===== config.mk =====
export PLATFORM = sky130hd
export DESIGN_NAME = joystick_to_menu_steps
export DESIGN_NICKNAME = d
export VERILOG_FILES = /design/src/rtl/jtms_pkg.sv /design/src/rtl/joystick_to_menu_steps.sv /design/src/rtl/jtms_cfg.sv /design/src/rtl/jtms_axis.sv /design/src/rtl/jtms_level.sv
export SDC_FILE = /design/constraint.sdc
export NUM_CORES = 1
export LEC_CHECK = 0
export ABC_AREA = 1
export ABC_CLOCK_PERIOD_IN_PS = 12200
export BUFFER_PORTS_ARGS = -buffer_cell sky130_fd_sc_hd__buf_2
export CORE_ASPECT_RATIO = 1.75
export CORE_MARGIN = 5
export CORE_UTILIZATION = 55
export CTS_BUF_LIST = sky130_fd_sc_hd__clkbuf_16
export DETAILED_ROUTE_END_ITERATION = 6
export GPL_TIMING_DRIVEN = 0
export PLACE_DENSITY = 0.73
export SKIP_LAST_GASP = 1
export SLEW_MARGIN = 20
export SYNTH_ARGS = -nofsm -noshare
export SYNTH_HDL_FRONTEND = slang
export SYNTH_SLANG_ARGS = --single-unit
export TNS_END_PERCENT = 10

===== constraint.sdc =====
create_clock -name clk -period 12.2 [get_ports clk]
set_clock_uncertainty 0.2 [all_clocks]
set_input_delay 2.44 -clock clk [delete_from_list [all_inputs] [get_ports clk]]
set_output_delay 2.44 -clock clk [all_outputs]
set_load 0.005 [all_outputs]

===== src/rtl/jtms_pkg.sv =====
// Shared types, constants and register map for the joystick to menu steps block.
package jtms_pkg;

    // Default sample width of the converter inputs.
    localparam int SAMPLE_BITS_DEF = 12;

    // Register file geometry and register indexes.
    localparam int CFG_ADDR_W = 5;
    localparam int CFG_IDX_W  = 3;
    localparam logic [CFG_IDX_W-1:0] CFG_X_ORIGIN      = 3'd0;
    localparam logic [CFG_IDX_W-1:0] CFG_Y_ORIGIN      = 3'd1;
    localparam logic [CFG_IDX_W-1:0] CFG_X_DEAD_RADIUS = 3'd2;
    localparam logic [CFG_IDX_W-1:0] CFG_Y_DEAD_RADIUS = 3'd3;
    localparam logic [CFG_IDX_W-1:0] CFG_STEP_THRESH   = 3'd4;
    localparam logic [CFG_IDX_W-1:0] CFG_DEBOUNCE_HOLD = 3'd5;

    // Field widths.
    localparam int ORIGIN_W = 12;
    localparam int THR_W    = 15;
    localparam int CNT_W    = 4;
    localparam int MAP_W    = 9;
    localparam int LEVEL_W  = 16;

    // Reset values of the registers.
    localparam logic [ORIGIN_W-1:0] X_ORIGIN_RST = 12'd1735;
    localparam logic [ORIGIN_W-1:0] Y_ORIGIN_RST = 12'd1712;
    localparam logic [ORIGIN_W-1:0] X_DEAD_RST   = 12'd14;
    localparam logic [ORIGIN_W-1:0] Y_DEAD_RST   = 12'd12;
    localparam logic [THR_W-1:0]    THR_RST      = 15'd9000;
    localparam logic [CNT_W-1:0]    HOLD_RST     = 4'd2;

    // Per axis and per sign scale divisors.
    localparam int DIV_X_NEG = 19;
    localparam int DIV_X_POS = 22;
    localparam int DIV_Y_NEG = 18;
    localparam int DIV_Y_POS = 24;

    // Result word layout, lowest bit first.
    localparam int OUT_TDATA_W      = 32;
    localparam int OUT_MAPPED_X_LSB = 0;
    localparam int OUT_MAPPED_Y_LSB = 9;
    localparam int OUT_COUNT_LSB    = 18;
    localparam int OUT_ENTER_BIT    = 22;
    localparam int OUT_UP_BIT       = 23;
    localparam int OUT_DOWN_BIT     = 24;
    localparam int OUT_PLUS_BIT     = 25;
    localparam int OUT_MINUS_BIT    = 26;

    // Configuration register set.
    typedef struct packed {
        logic [ORIGIN_W-1:0] x_origin;
        logic [ORIGIN_W-1:0] y_origin;
        logic [ORIGIN_W-1:0] x_dead_radius;
        logic [ORIGIN_W-1:0] y_dead_radius;
        logic [THR_W-1:0]    step_threshold;
        logic [CNT_W-1:0]    debounce_hold;
    } cfg_t;

    // Crossing flags of one level accumulator.
    typedef struct packed {
        logic pos;
        logic neg;
    } step_t;

endpackage


===== src/rtl/joystick_to_menu_steps.sv =====
// Top level: stream ports, three stage pipeline, button debounce and result register.
// Each input word passes the input word register, both axis stages and the result register.
// Throughput: one word per cycle; the pipeline holds only while the result register stalls.
// The stall path is the result register's ready, which gates every stage together.
// Reset: asynchronous, active low; clears valid bits, level accumulators, button state,
// and loads the configuration registers with their default values.
module joystick_to_menu_steps
#(
    parameter int SAMPLE_BITS = jtms_pkg::SAMPLE_BITS_DEF
)
(
    input  logic                                    clk,
    input  logic                                    rst_n,
    // APB-style configuration port.
    input  logic                                    psel,
    input  logic                                    penable,
    input  logic                                    pwrite,
    input  logic [jtms_pkg::CFG_ADDR_W-1:0]         paddr,
    input  logic [31:0]                             pwdata,
    output logic [31:0]                             prdata,
    output logic                                    pready,
    // Input stream.
    input  logic                                    s_tvalid,
    output logic                                    s_tready,
    // Fields from bit 0: raw_x, raw_y, pressed, zero fill.
    input  logic [((2*SAMPLE_BITS+8)/8)*8-1:0]      s_tdata,
    // Result stream.
    output logic                                    m_tvalid,
    input  logic                                    m_tready,
    // Fields from bit 0: mapped_x, mapped_y, button_count, enter_pulse,
    // step_up, step_down, step_plus, step_minus, zero fill.
    output logic [jtms_pkg::OUT_TDATA_W-1:0]        m_tdata
);

    localparam int DW = (SAMPLE_BITS > jtms_pkg::ORIGIN_W) ? SAMPLE_BITS : jtms_pkg::ORIGIN_W;
    localparam int QW = DW - 4;
    localparam int SW = 2 * QW + 1;

    jtms_pkg::cfg_t            cfg;
    logic                      adv;
    logic                      v0_reg;
    logic                      v1_reg;
    logic                      v2_reg;
    logic                      out_valid_reg;
    logic [SAMPLE_BITS-1:0]    raw_x_reg;
    logic [SAMPLE_BITS-1:0]    raw_y_reg;
    logic                      press0_reg;
    logic                      press1_reg;
    logic                      press2_reg;
    logic signed [QW:0]        ax_mapped;
    logic signed [QW:0]        ay_mapped;
    logic signed [SW-1:0]      ax_sq;
    logic signed [SW-1:0]      ay_sq;
    jtms_pkg::step_t           ud_step;
    jtms_pkg::step_t           pm_step;
    logic [jtms_pkg::CNT_W-1:0] hold_reg;
    logic [jtms_pkg::CNT_W-1:0] hold_next;
    logic                      full_reg;
    logic                      full_next;
    logic                      upd;
    logic [jtms_pkg::OUT_TDATA_W-1:0] out_data_reg;
    logic [jtms_pkg::OUT_TDATA_W-1:0] out_data_next;

    // The whole pipeline moves when the result register is free or being drained.
    assign adv      = !out_valid_reg || m_tready;
    assign s_tready = adv;
    assign upd      = adv && v2_reg;
    assign m_tvalid = out_valid_reg;
    assign m_tdata  = out_data_reg;

    jtms_cfg u_cfg
    (
        .clk     (clk),
        .rst_n   (rst_n),
        .psel    (psel),
        .penable (penable),
        .pwrite  (pwrite),
        .paddr   (paddr),
        .pwdata  (pwdata),
        .prdata  (prdata),
        .pready  (pready),
        .cfg     (cfg)
    );

    // Stage valid bits.
    always_ff @(posedge clk or negedge rst_n)
    begin
        if (!rst_n)
        begin
            v0_reg        <= 1'b0;
            v1_reg        <= 1'b0;
            v2_reg        <= 1'b0;
            out_valid_reg <= 1'b0;
        end
        else if (adv)
        begin
            v0_reg        <= s_tvalid;
            v1_reg        <= v0_reg;
            v2_reg        <= v1_reg;
            out_valid_reg <= v2_reg;
        end
    end

    // Input word register and the button flag carried alongside the axis stages.
    always_ff @(posedge clk)
    begin
        if (adv)
        begin
            raw_x_reg  <= s_tdata[SAMPLE_BITS-1:0];
            raw_y_reg  <= s_tdata[2*SAMPLE_BITS-1:SAMPLE_BITS];
            press0_reg <= s_tdata[2*SAMPLE_BITS];
            press1_reg <= press0_reg;
            press2_reg <= press1_reg;
        end
    end

    jtms_axis #(
        .SAMPLE_BITS (SAMPLE_BITS),
        .DIV_NEG     (jtms_pkg::DIV_X_NEG),
        .DIV_POS     (jtms_pkg::DIV_X_POS)
    ) u_axis_x (
        .clk    (clk),
        .en     (adv),
        .raw    (raw_x_reg),
        .origin (cfg.x_origin),
        .dead   (cfg.x_dead_radius),
        .mapped (ay_mapped),
        .sq     (ay_sq)
    );

    jtms_axis #(
        .SAMPLE_BITS (SAMPLE_BITS),
        .DIV_NEG     (jtms_pkg::DIV_Y_NEG),
        .DIV_POS     (jtms_pkg::DIV_Y_POS)
    ) u_axis_y (
        .clk    (clk),
        .en     (adv),
        .raw    (raw_y_reg),
        .origin (cfg.y_origin),
        .dead   (cfg.y_dead_radius),
        .mapped (ax_mapped),
        .sq     (ax_sq)
    );

    // Up-down level follows mapped_y, plus-minus level follows mapped_x.
    jtms_level #(.SQ_W (SW)) u_level_ud
    (
        .clk   (clk),
        .rst_n (rst_n),
        .en    (upd),
        .sq    (ay_sq),
        .thr   (cfg.step_threshold),
        .step  (ud_step)
    );

    jtms_level #(.SQ_W (SW)) u_level_pm
    (
        .clk   (clk),
        .rst_n (rst_n),
        .en    (upd),
        .sq    (ax_sq),
        .thr   (cfg.step_threshold),
        .step  (pm_step)
    );

    // Button debounce countdown and full hold edge detect.
    always_comb
    begin
        if (press2_reg)
        begin
            hold_next = cfg.debounce_hold;
        end
        else if (hold_reg != '0)
        begin
            hold_next = hold_reg - 1'b1;
        end
        else
        begin
            hold_next = hold_reg;
        end
        full_next = (hold_next == cfg.debounce_hold);
    end

    always_ff @(posedge clk or negedge rst_n)
    begin
        if (!rst_n)
        begin
            hold_reg <= '0;
            full_reg <= 1'b0;
        end
        else if (upd)
        begin
            hold_reg <= hold_next;
            full_reg <= full_next;
        end
    end

    // Result word packing.
    always_comb
    begin
        out_data_next = '0;
        out_data_next[jtms_pkg::OUT_MAPPED_X_LSB +: jtms_pkg::MAP_W] =
            ax_mapped[jtms_pkg::MAP_W-1:0];
        out_data_next[jtms_pkg::OUT_MAPPED_Y_LSB +: jtms_pkg::MAP_W] =
            ay_mapped[jtms_pkg::MAP_W-1:0];
        out_data_next[jtms_pkg::OUT_COUNT_LSB +: jtms_pkg::CNT_W] = hold_next;
        out_data_next[jtms_pkg::OUT_ENTER_BIT] = full_next && !full_reg;
        out_data_next[jtms_pkg::OUT_UP_BIT]    = ud_step.pos;
        out_data_next[jtms_pkg::OUT_DOWN_BIT]  = ud_step.neg;
        out_data_next[jtms_pkg::OUT_PLUS_BIT]  = pm_step.pos;
        out_data_next[jtms_pkg::OUT_MINUS_BIT] = pm_step.neg;
    end

    always_ff @(posedge clk)
    begin
        if (upd)
        begin
            out_data_reg <= out_data_next;
        end
    end

endmodule


===== src/rtl/jtms_cfg.sv =====
// Configuration register file with an APB-style access port.
module jtms_cfg
(
    input  logic                            clk,
    input  logic                            rst_n,
    input  logic                            psel,
    input  logic                            penable,
    input  logic                            pwrite,
    input  logic [jtms_pkg::CFG_ADDR_W-1:0] paddr,
    input  logic [31:0]                     pwdata,
    output logic [31:0]                     prdata,
    output logic                            pready,
    output jtms_pkg::cfg_t                  cfg
);

    jtms_pkg::cfg_t                 cfg_reg;
    logic [jtms_pkg::CFG_IDX_W-1:0] idx;
    logic                           wr_en;

    assign pready = 1'b1;
    assign idx    = paddr[jtms_pkg::CFG_ADDR_W-1:2];
    assign wr_en  = psel && penable && pwrite;
    assign cfg    = cfg_reg;

    // Register writes on the access cycle.
    always_ff @(posedge clk or negedge rst_n)
    begin
        if (!rst_n)
        begin
            cfg_reg.x_origin       <= jtms_pkg::X_ORIGIN_RST;
            cfg_reg.y_origin       <= jtms_pkg::Y_ORIGIN_RST;
            cfg_reg.x_dead_radius  <= jtms_pkg::X_DEAD_RST;
            cfg_reg.y_dead_radius  <= jtms_pkg::Y_DEAD_RST;
            cfg_reg.step_threshold <= jtms_pkg::THR_RST;
            cfg_reg.debounce_hold  <= jtms_pkg::HOLD_RST;
        end
        else if (wr_en)
        begin
            unique case (idx)
                jtms_pkg::CFG_X_ORIGIN:
                    cfg_reg.x_origin <= pwdata[jtms_pkg::ORIGIN_W-1:0];
                jtms_pkg::CFG_Y_ORIGIN:
                    cfg_reg.y_origin <= pwdata[jtms_pkg::ORIGIN_W-1:0];
                jtms_pkg::CFG_X_DEAD_RADIUS:
                    cfg_reg.x_dead_radius <= pwdata[jtms_pkg::ORIGIN_W-1:0];
                jtms_pkg::CFG_Y_DEAD_RADIUS:
                    cfg_reg.y_dead_radius <= pwdata[jtms_pkg::ORIGIN_W-1:0];
                jtms_pkg::CFG_STEP_THRESH:
                    cfg_reg.step_threshold <= pwdata[jtms_pkg::THR_W-1:0];
                jtms_pkg::CFG_DEBOUNCE_HOLD:
                    cfg_reg.debounce_hold <= pwdata[jtms_pkg::CNT_W-1:0];
                default:
                    cfg_reg <= cfg_reg;
            endcase
        end
    end

    // Read back mux.
    always_comb
    begin
        unique case (idx)
            jtms_pkg::CFG_X_ORIGIN:      prdata = 32'(cfg_reg.x_origin);
            jtms_pkg::CFG_Y_ORIGIN:      prdata = 32'(cfg_reg.y_origin);
            jtms_pkg::CFG_X_DEAD_RADIUS: prdata = 32'(cfg_reg.x_dead_radius);
            jtms_pkg::CFG_Y_DEAD_RADIUS: prdata = 32'(cfg_reg.y_dead_radius);
            jtms_pkg::CFG_STEP_THRESH:   prdata = 32'(cfg_reg.step_threshold);
            jtms_pkg::CFG_DEBOUNCE_HOLD: prdata = 32'(cfg_reg.debounce_hold);
            default:                     prdata = 32'd0;
        endcase
    end

endmodule


===== src/rtl/jtms_axis.sv =====
// One axis: origin removal, dead zone, constant division and signed square.
module jtms_axis
#(
    parameter int SAMPLE_BITS = jtms_pkg::SAMPLE_BITS_DEF,
    parameter int DIV_NEG     = jtms_pkg::DIV_X_NEG,
    parameter int DIV_POS     = jtms_pkg::DIV_X_POS,
    localparam int DW         = (SAMPLE_BITS > jtms_pkg::ORIGIN_W) ? SAMPLE_BITS
                                                                   : jtms_pkg::ORIGIN_W,
    localparam int QW         = DW - 4,
    localparam int SW         = 2 * QW + 1
)
(
    input  logic                            clk,
    input  logic                            en,
    input  logic [SAMPLE_BITS-1:0]          raw,
    input  logic [jtms_pkg::ORIGIN_W-1:0]   origin,
    input  logic [jtms_pkg::ORIGIN_W-1:0]   dead,
    output logic signed [QW:0]              mapped,
    output logic signed [SW-1:0]            sq
);

    // Reciprocal scaling: floor(m * R / 2^K) equals floor(m / D) for all m below 2^DW.
    localparam int K  = DW + 5;
    localparam int RW = DW + 1;
    localparam int PW = DW + RW;
    localparam logic [RW-1:0] R_NEG = RW'(((64'd1 << K) + DIV_NEG - 1) / DIV_NEG);
    localparam logic [RW-1:0] R_POS = RW'(((64'd1 << K) + DIV_POS - 1) / DIV_POS);

    logic signed [DW:0]  defl;
    logic                defl_neg;
    logic [DW-1:0]       mag;
    logic [PW-1:0]       prod;
    logic [PW-1:0]       prod_reg;
    logic                neg_reg;
    logic                zero_reg;
    logic [QW-1:0]       quot;
    logic signed [QW:0]  mapped_next;
    logic [2*QW-1:0]     sq_mag;
    logic signed [SW-1:0] sq_next;
    logic signed [QW:0]  mapped_reg;
    logic signed [SW-1:0] sq_reg;

    // First stage: deflection, dead zone test and reciprocal multiply.
    always_comb
    begin
        defl     = $signed({1'b0, DW'(raw)}) - $signed({1'b0, DW'(origin)});
        defl_neg = defl[DW];
        mag      = defl_neg ? DW'(-defl) : defl[DW-1:0];
        prod     = PW'(mag) * PW'(defl_neg ? R_NEG : R_POS);
    end

    always_ff @(posedge clk)
    begin
        if (en)
        begin
            prod_reg <= prod;
            neg_reg  <= defl_neg;
            zero_reg <= (mag <= DW'(dead));
        end
    end

    // Second stage: quotient, negated mapping and signed square.
    always_comb
    begin
        quot        = zero_reg ? '0 : prod_reg[K +: QW];
        mapped_next = neg_reg ? $signed({1'b0, quot}) : -$signed({1'b0, quot});
        sq_mag      = (2*QW)'(quot) * (2*QW)'(quot);
        sq_next     = neg_reg ? $signed({1'b0, sq_mag}) : -$signed({1'b0, sq_mag});
    end

    always_ff @(posedge clk)
    begin
        if (en)
        begin
            mapped_reg <= mapped_next;
            sq_reg     <= sq_next;
        end
    end

    assign mapped = mapped_reg;
    assign sq     = sq_reg;

endmodule


===== src/rtl/jtms_level.sv =====
// Level accumulator of one menu axis with threshold crossing detection.
module jtms_level
#(
    parameter int SQ_W = 17
)
(
    input  logic                         clk,
    input  logic                         rst_n,
    input  logic                         en,
    input  logic signed [SQ_W-1:0]       sq,
    input  logic [jtms_pkg::THR_W-1:0]   thr,
    output jtms_pkg::step_t              step
);

    localparam int SUM_W = ((SQ_W > jtms_pkg::LEVEL_W) ? SQ_W : jtms_pkg::LEVEL_W) + 1;

    logic signed [jtms_pkg::LEVEL_W-1:0] level_reg;
    logic signed [jtms_pkg::LEVEL_W-1:0] level_next;
    logic signed [SUM_W-1:0]             sum;
    logic signed [SUM_W-1:0]             lim;

    // Full width sum so the compare never sees a wrapped level.
    always_comb
    begin
        sum        = SUM_W'(level_reg) + SUM_W'(sq);
        lim        = $signed(SUM_W'(thr));
        step.pos   = sum > lim;
        step.neg   = sum < -lim;
        level_next = (step.pos || step.neg) ? '0 : sum[jtms_pkg::LEVEL_W-1:0];
    end

    always_ff @(posedge clk or negedge rst_n)
    begin
        if (!rst_n)
        begin
            level_reg <= '0;
        end
        else if (en)
        begin
            level_reg <= level_next;
        end
    end

endmodule


Yosys cells after proc, flatten, opt, wreduce, memory -nomap -nowiden

Cells that the tools add are included.

Multipliers: 4
Order comparisons: 6
Eq/ne operators: 6
Add/sub/neg operators: 12
Reductions and logical operators: 17
Mux-type cells: 15

Operators with widths:

| kind                  | number |
|---|---|
| $pmux W15 S6          | 1 |
| $mux W16              | 4 |
| $mul A12 B25 Y25      | 2 |
| $mux W12              | 4 |
| $add A16 B17 Y18      | 2 |
| $gt A18 B16 Y1        | 2 |
| $lt A18 B18 Y1        | 2 |
| $neg A16 Y17          | 2 |
| $mul A8 B8 Y16        | 2 |
| $mux W8               | 4 |
| $sub A12 B12 Y13      | 2 |
| $le A12 B12 Y1        | 2 |
| $neg A12 Y12          | 2 |
| $neg A15 Y18          | 1 |
| $neg A8 Y9            | 2 |
| $reduce_and A2 Y1     | 6 |
| $mux W4               | 2 |
| $eq A3 B2 Y1 const B  | 2 |
| $eq A3 B3 Y1 const B  | 2 |
| $eq A4 B4 Y1          | 1 |
| $logic_and A1 B1 Y1   | 4 |
| $reduce_bool A4 Y1    | 1 |
| $sub A4 B1 Y4 const B | 1 |
| $eq A3 B1 Y1 const B  | 1 |
| 3 further kinds       | 6 |

Input bits: 76
Register bits: 268
Word-level logic and storage cells: 94
Output and inout bits: 67

Depth between registers and ports, before layout

Depth after elaboration: 5
Gate-level depth with buffers: 39
Mapped depth without buffers: 39

Cells and area by module

Synthesis repeated with hierarchy kept, for this count alone.

Cell total of the unflattened synthesis: 3,579
Area, all modules: 28,368.5 um^2

Modules (own cells, without submodules):

| module                  | times used | area an instance (um^2) | sequential area each (um^2) | cells each |
|---|---|---|---|---|
| jtms_axis (u_axis_x)    | 1          | 8,933.6                 | 1,051.0                     | 1,130 |
| jtms_axis (u_axis_y)    | 1          | 8,045.2                 | 1,051.0                     | 999 |
| jtms_cfg                | 1          | 3,588.4                 | 1,705.4                     | 443 |
| jtms_level (u_level_pm) | 1          | 2,763.9                 | 400.4                       | 427 |
| jtms_level (u_level_ud) | 1          | 2,755.1                 | 400.4                       | 425 |
| joystick_to_menu_steps  | 1          | 2,282.2                 | 1,846.8                     | 155 |

Worst setup path before layout

OpenSTA, ideal clock, no wires.

Kind: input to output
Start point: input port m_tready
End point: output port s_tready
Path buffers: 0
Required time: 9,560 ps
Stages: 2
Slack: 5,080 ps
Arrival time: 4,480 ps
Cells stage by stage: nor2_1 > inv_1

Cells in the longest elaborated chain, start to end: 1

Ends and longest elaborated chain:

| item               | RTL line                     | source |
|---|---|---|
| from (decl)        | joystick_to_menu_steps.sv:29 | `input logic m_tready,` |
| $logic_or A1 B1 Y1 | joystick_to_menu_steps.sv:65 | `assign adv = !out_valid_reg \|\| m_tready;` |
| to (decl)          | joystick_to_menu_steps.sv:24 | `output logic s_tready,` |

Every way passes these cells.

Worst setup path in the final report

Start point: register raw_y_reg[0]
End point: register u_axis_y.prod_reg[24], data pin

Cells in the longest elaborated chain, start to end: 4

Ends and longest elaborated chain:

| item                   | RTL line                      | source |
|---|---|---|
| from (decl)            | joystick_to_menu_steps.sv:46  | `logic [SAMPLE_BITS-1:0] raw_y_reg;` |
| from (signal assigned) | joystick_to_menu_steps.sv:110 | `raw_y_reg <= s_tdata[2*SAMPLE_BITS-1:SAMPLE_BITS];` |
| $sub A12 B12 Y13 (*)   | jtms_axis.sv:46               | `defl = $signed({1'b0, DW'(raw)}) - $signed({1'b0, DW'(origin)});` |
| $neg A12 Y12           | jtms_axis.sv:48               | `mag = defl_neg ? DW'(-defl) : defl[DW-1:0];` |
| $mux W12               | jtms_axis.sv:48               |  |
| $mul A12 B25 Y25 (*)   | jtms_axis.sv:49               | `prod = PW'(mag) * PW'(defl_neg ? R_NEG : R_POS);` |
| via u_axis_y.prod[24]  | jtms_axis.sv:32               | `logic [PW-1:0] prod;` |
| to (signal assigned)   | jtms_axis.sv:56               | `prod_reg <= prod;` |
| to (decl)              | jtms_axis.sv:33               | `logic [PW-1:0] prod_reg;` |

Mark *: on every way through the listed nets, which the timed path passes. The rest lies on a longest branch.
A chain may end at the register's enable or synchronous reset.

==> flow_summary.yaml <==
floorplanning:
  die_height_um: 301
  core.rowCount: 106
  floorplan.die_area_um2: 53100
  top_level_ports: 143
  die_width_um: 176
  initial_core_util: 0.557
  core_um2: 47900
final_layout:
  nNetsFinal: 4105
  post_route_cells_drive_above_1_share: 0.0758
  max_ffs_per_register: 67
  areaGrowthSynthToFinish_pct: 9.10
routing:
  initial_drc_count: 1347
  num_vias: 21952
  residual_antenna_violating_net_count_after_detailed_routing: 0
  drc_errors: 0
  postRouteWirelength_um: 68200
  vias_per_cell: 5.31
  drt_pass1_iterations: 5
  detail_route.wl_per_cell_um: 16.5
timing:
  achievable-frequency_ghz: 0.129
  final.min_clock_period_ps: 7760
  slew-limit-headroom: 0.366
  grt_setup_unrepaired: "no"
  worst_slew_pin_slew_ps: 945
  sum_of_negative_setup_slack_ps: 0
  final_period_utilization: 0.636
  setup_viol: 0
  drv_slew: 0
  timing.final.hold_violations: 0
cts:
  insertion_delay_to_the_later_sink_of_the_worst_skew_pair_ps: 560
  h_tree_level_count: 1
  post_cts_buffers: 0
  cts_buffer_depth: 3
  cts_tree: "built"
  cts-hold-fix-buffers: 0
  cts_root_buffer: "clkbuf_16"
  clock_sink_count: 232
  cts-resized-gates: 0
  clk_pin_slew_ps: 60
  numCtsBuffers: 26
worst_setup_path:
  critical_path_required_ps: 12310
  regToRegEndpoint: "u_axis_y.prod_reg[24]$_DFFE_PN_"
  arrival_ps: 7870
  slowest_delay_ps: 550
  reg2reg_slack_ps: 4440
  critPathKind: "reg2reg"
  critical_path_peak_fanout: 5
  reg2reg_depth: 30
  timing.critical_path.to_type: "register"
  cp_slowest_cell: "fa_1"
  reg2reg_from: "raw_y_reg[0]$_DFFE_PN_"
  critical_path.startpoint_type: "register"
logic_synthesis:
  synthesis.area_per_instance_um2: 8.05
  yosysTopAreaCell: "ha_1"
  synthFlopType: "edfxtp_1"
  netlist_top_cells_area: "ha_1, fa_1, edfxtp_1"
  syn-cell-area_um2: 26600
  most_instantiated_library_cell_after_synthesis: "inv_1"
  synth_commonest_cells: "inv_1, nand2_1, ha_1"
  synth_cell_type_count: 57
  synth.ff_latch_count: 232
  syn-instance-count: 3311
  ys_async_sr_fraction: 0.466
  synth-edff-count: 124
  ys_warns: 0
  synth_seq_area_share: 0.242
  synth_top_area_frac: 0.171
run_status:
  status: "completed"
place:
  place.detailed.hpwl_um: 57300
  place_congestion: 0.963
  buffer_ports.inserted: 93
grt:
  grt_util_all_layers: 0.258
  grt_start_max_net_pins: 78
  vias_in_the_first_global_route: 22201
  antenna_found_initial: 1
  grt_first_pass_wirelength_um: 110000
  gr-total-overflow: 0
hold_path:
  worstHoldPathType: "reg2reg"
  hold_path_end: "m_tdata[5]$_DFFE_PP_"
  holdCritStartpoint: "u_axis_y.mapped[5]$_DFFE_PN_"
  min_path_cells: 0
job:
  max_cap_viol_count: 0
final cells by class:
| type | count | area (µm²) |
|---|---|---|
| multi-input combinational | 2339 | 17300 |
| buffer | 64 | 348 |
| inverter | 704 | 2650 |
| clock inverter | 15 | 121 |
| tap | 648 | 811 |
| timing repair buffer | 96 | 547 |
| antenna | 1 | 2.50 |
| sequential | 232 | 6450 |
| clock buffer | 33 | 826 |
| fill | 4380 | 18800 |
worst max path at each step:
stage,start,endpoint,slack (ps),cells past startpoint
2_1_floorplan,m_tready,s_tready,5080,2
3_3_place_gp,m_tready,s_tready,3450,4
3_5_place_dp,u_cfg.cfg[55]$_DFFE_PN1P_,u_axis_x.prod_reg[24]$_DFFE_PN_,4490,29
4_1_cts,u_cfg.cfg[55]$_DFFE_PN1P_,u_axis_x.prod_reg[24]$_DFFE_PN_,4460,29
5_1_grt,raw_y_reg[0]$_DFFE_PN_,u_axis_y.prod_reg[24]$_DFFE_PN_,3910,31
6_report,raw_y_reg[0]$_DFFE_PN_,u_axis_y.prod_reg[24]$_DFFE_PN_,4440,30
cells in the final DEF, fill, tap and decap left out, types with 44 or more instances in the layout:
cell type	synthesis	routed
inv_1	685	687
a21oi_1	149	149
nand2_1	629	629
nor2_1	270	269
fa_1	202	202
nand3_1	172	172
ha_1	364	364
buf_2	8	100
edfxtp_1	124	124
nand4_1	44	44
dfrtp_1	85	85
o21ai_0	133	133
xor2_1	102	102
metrics by stage:
step | hold WS [ps] | setup WS, ps | cells | instance area [µm²] | util
floorplan | 200 | 5080 | 3339 | 26800 | -
global placement | 201 | 3450 | 4080 | 28000 | 0.585
detailed placement | 205 | 4490 | 4083 | 28100 | 0.587
CTS | 208 | 4460 | 4131 | 29100 | 0.607
global route | 230 | 3910 | 4131 | 29100 | 0.607
finish | 207 | 4440 | 4132 | 29100 | 0.607
metal layers:
metal	wire [µm]	vias to the layer above	GRT usage	part of all wire
met1	25600	10343	0.290	0.37
li1	-	10848	-	-
met2	35700	570	0.483	0.52
met4	3850	0	0.123	0.056
met3	3130	191	0.0252	0.046
met5	0	-	0	0
critical path: cells and delay by family (launching register included):
kind,cells,cell delay [ps]
buffers and inverters,6,570
and+or+nand+nor,11,1680
xor gates and xnor gates,1,230
adders and majority gates,8,3670
AOI/OAI and AO/OA,4,790
DFF,1,370
kinds of logic (layout without fill, tap and decap cells):
| kind of cell | after synthesis | after routing | share of synthesized area |
|---|---|---|---|
| buffers and inverters | 768 | 912 | 0.112 |
| AOI/OAI and AO/OA | 391 | 391 | 0.0831 |
| DFF | 232 | 232 | 0.242 |
| xor gates and xnor gates | 136 | 136 | 0.0461 |
| adders and majority gates | 566 | 566 | 0.323 |
| other | 2 | 31 | 0.000282 |
| and+or+nand+nor | 1216 | 1216 | 0.193 |
Power is left out: the tool's default activity adds up to more than one toggle a clock period on the data nets, which glitch-free logic cannot reach.
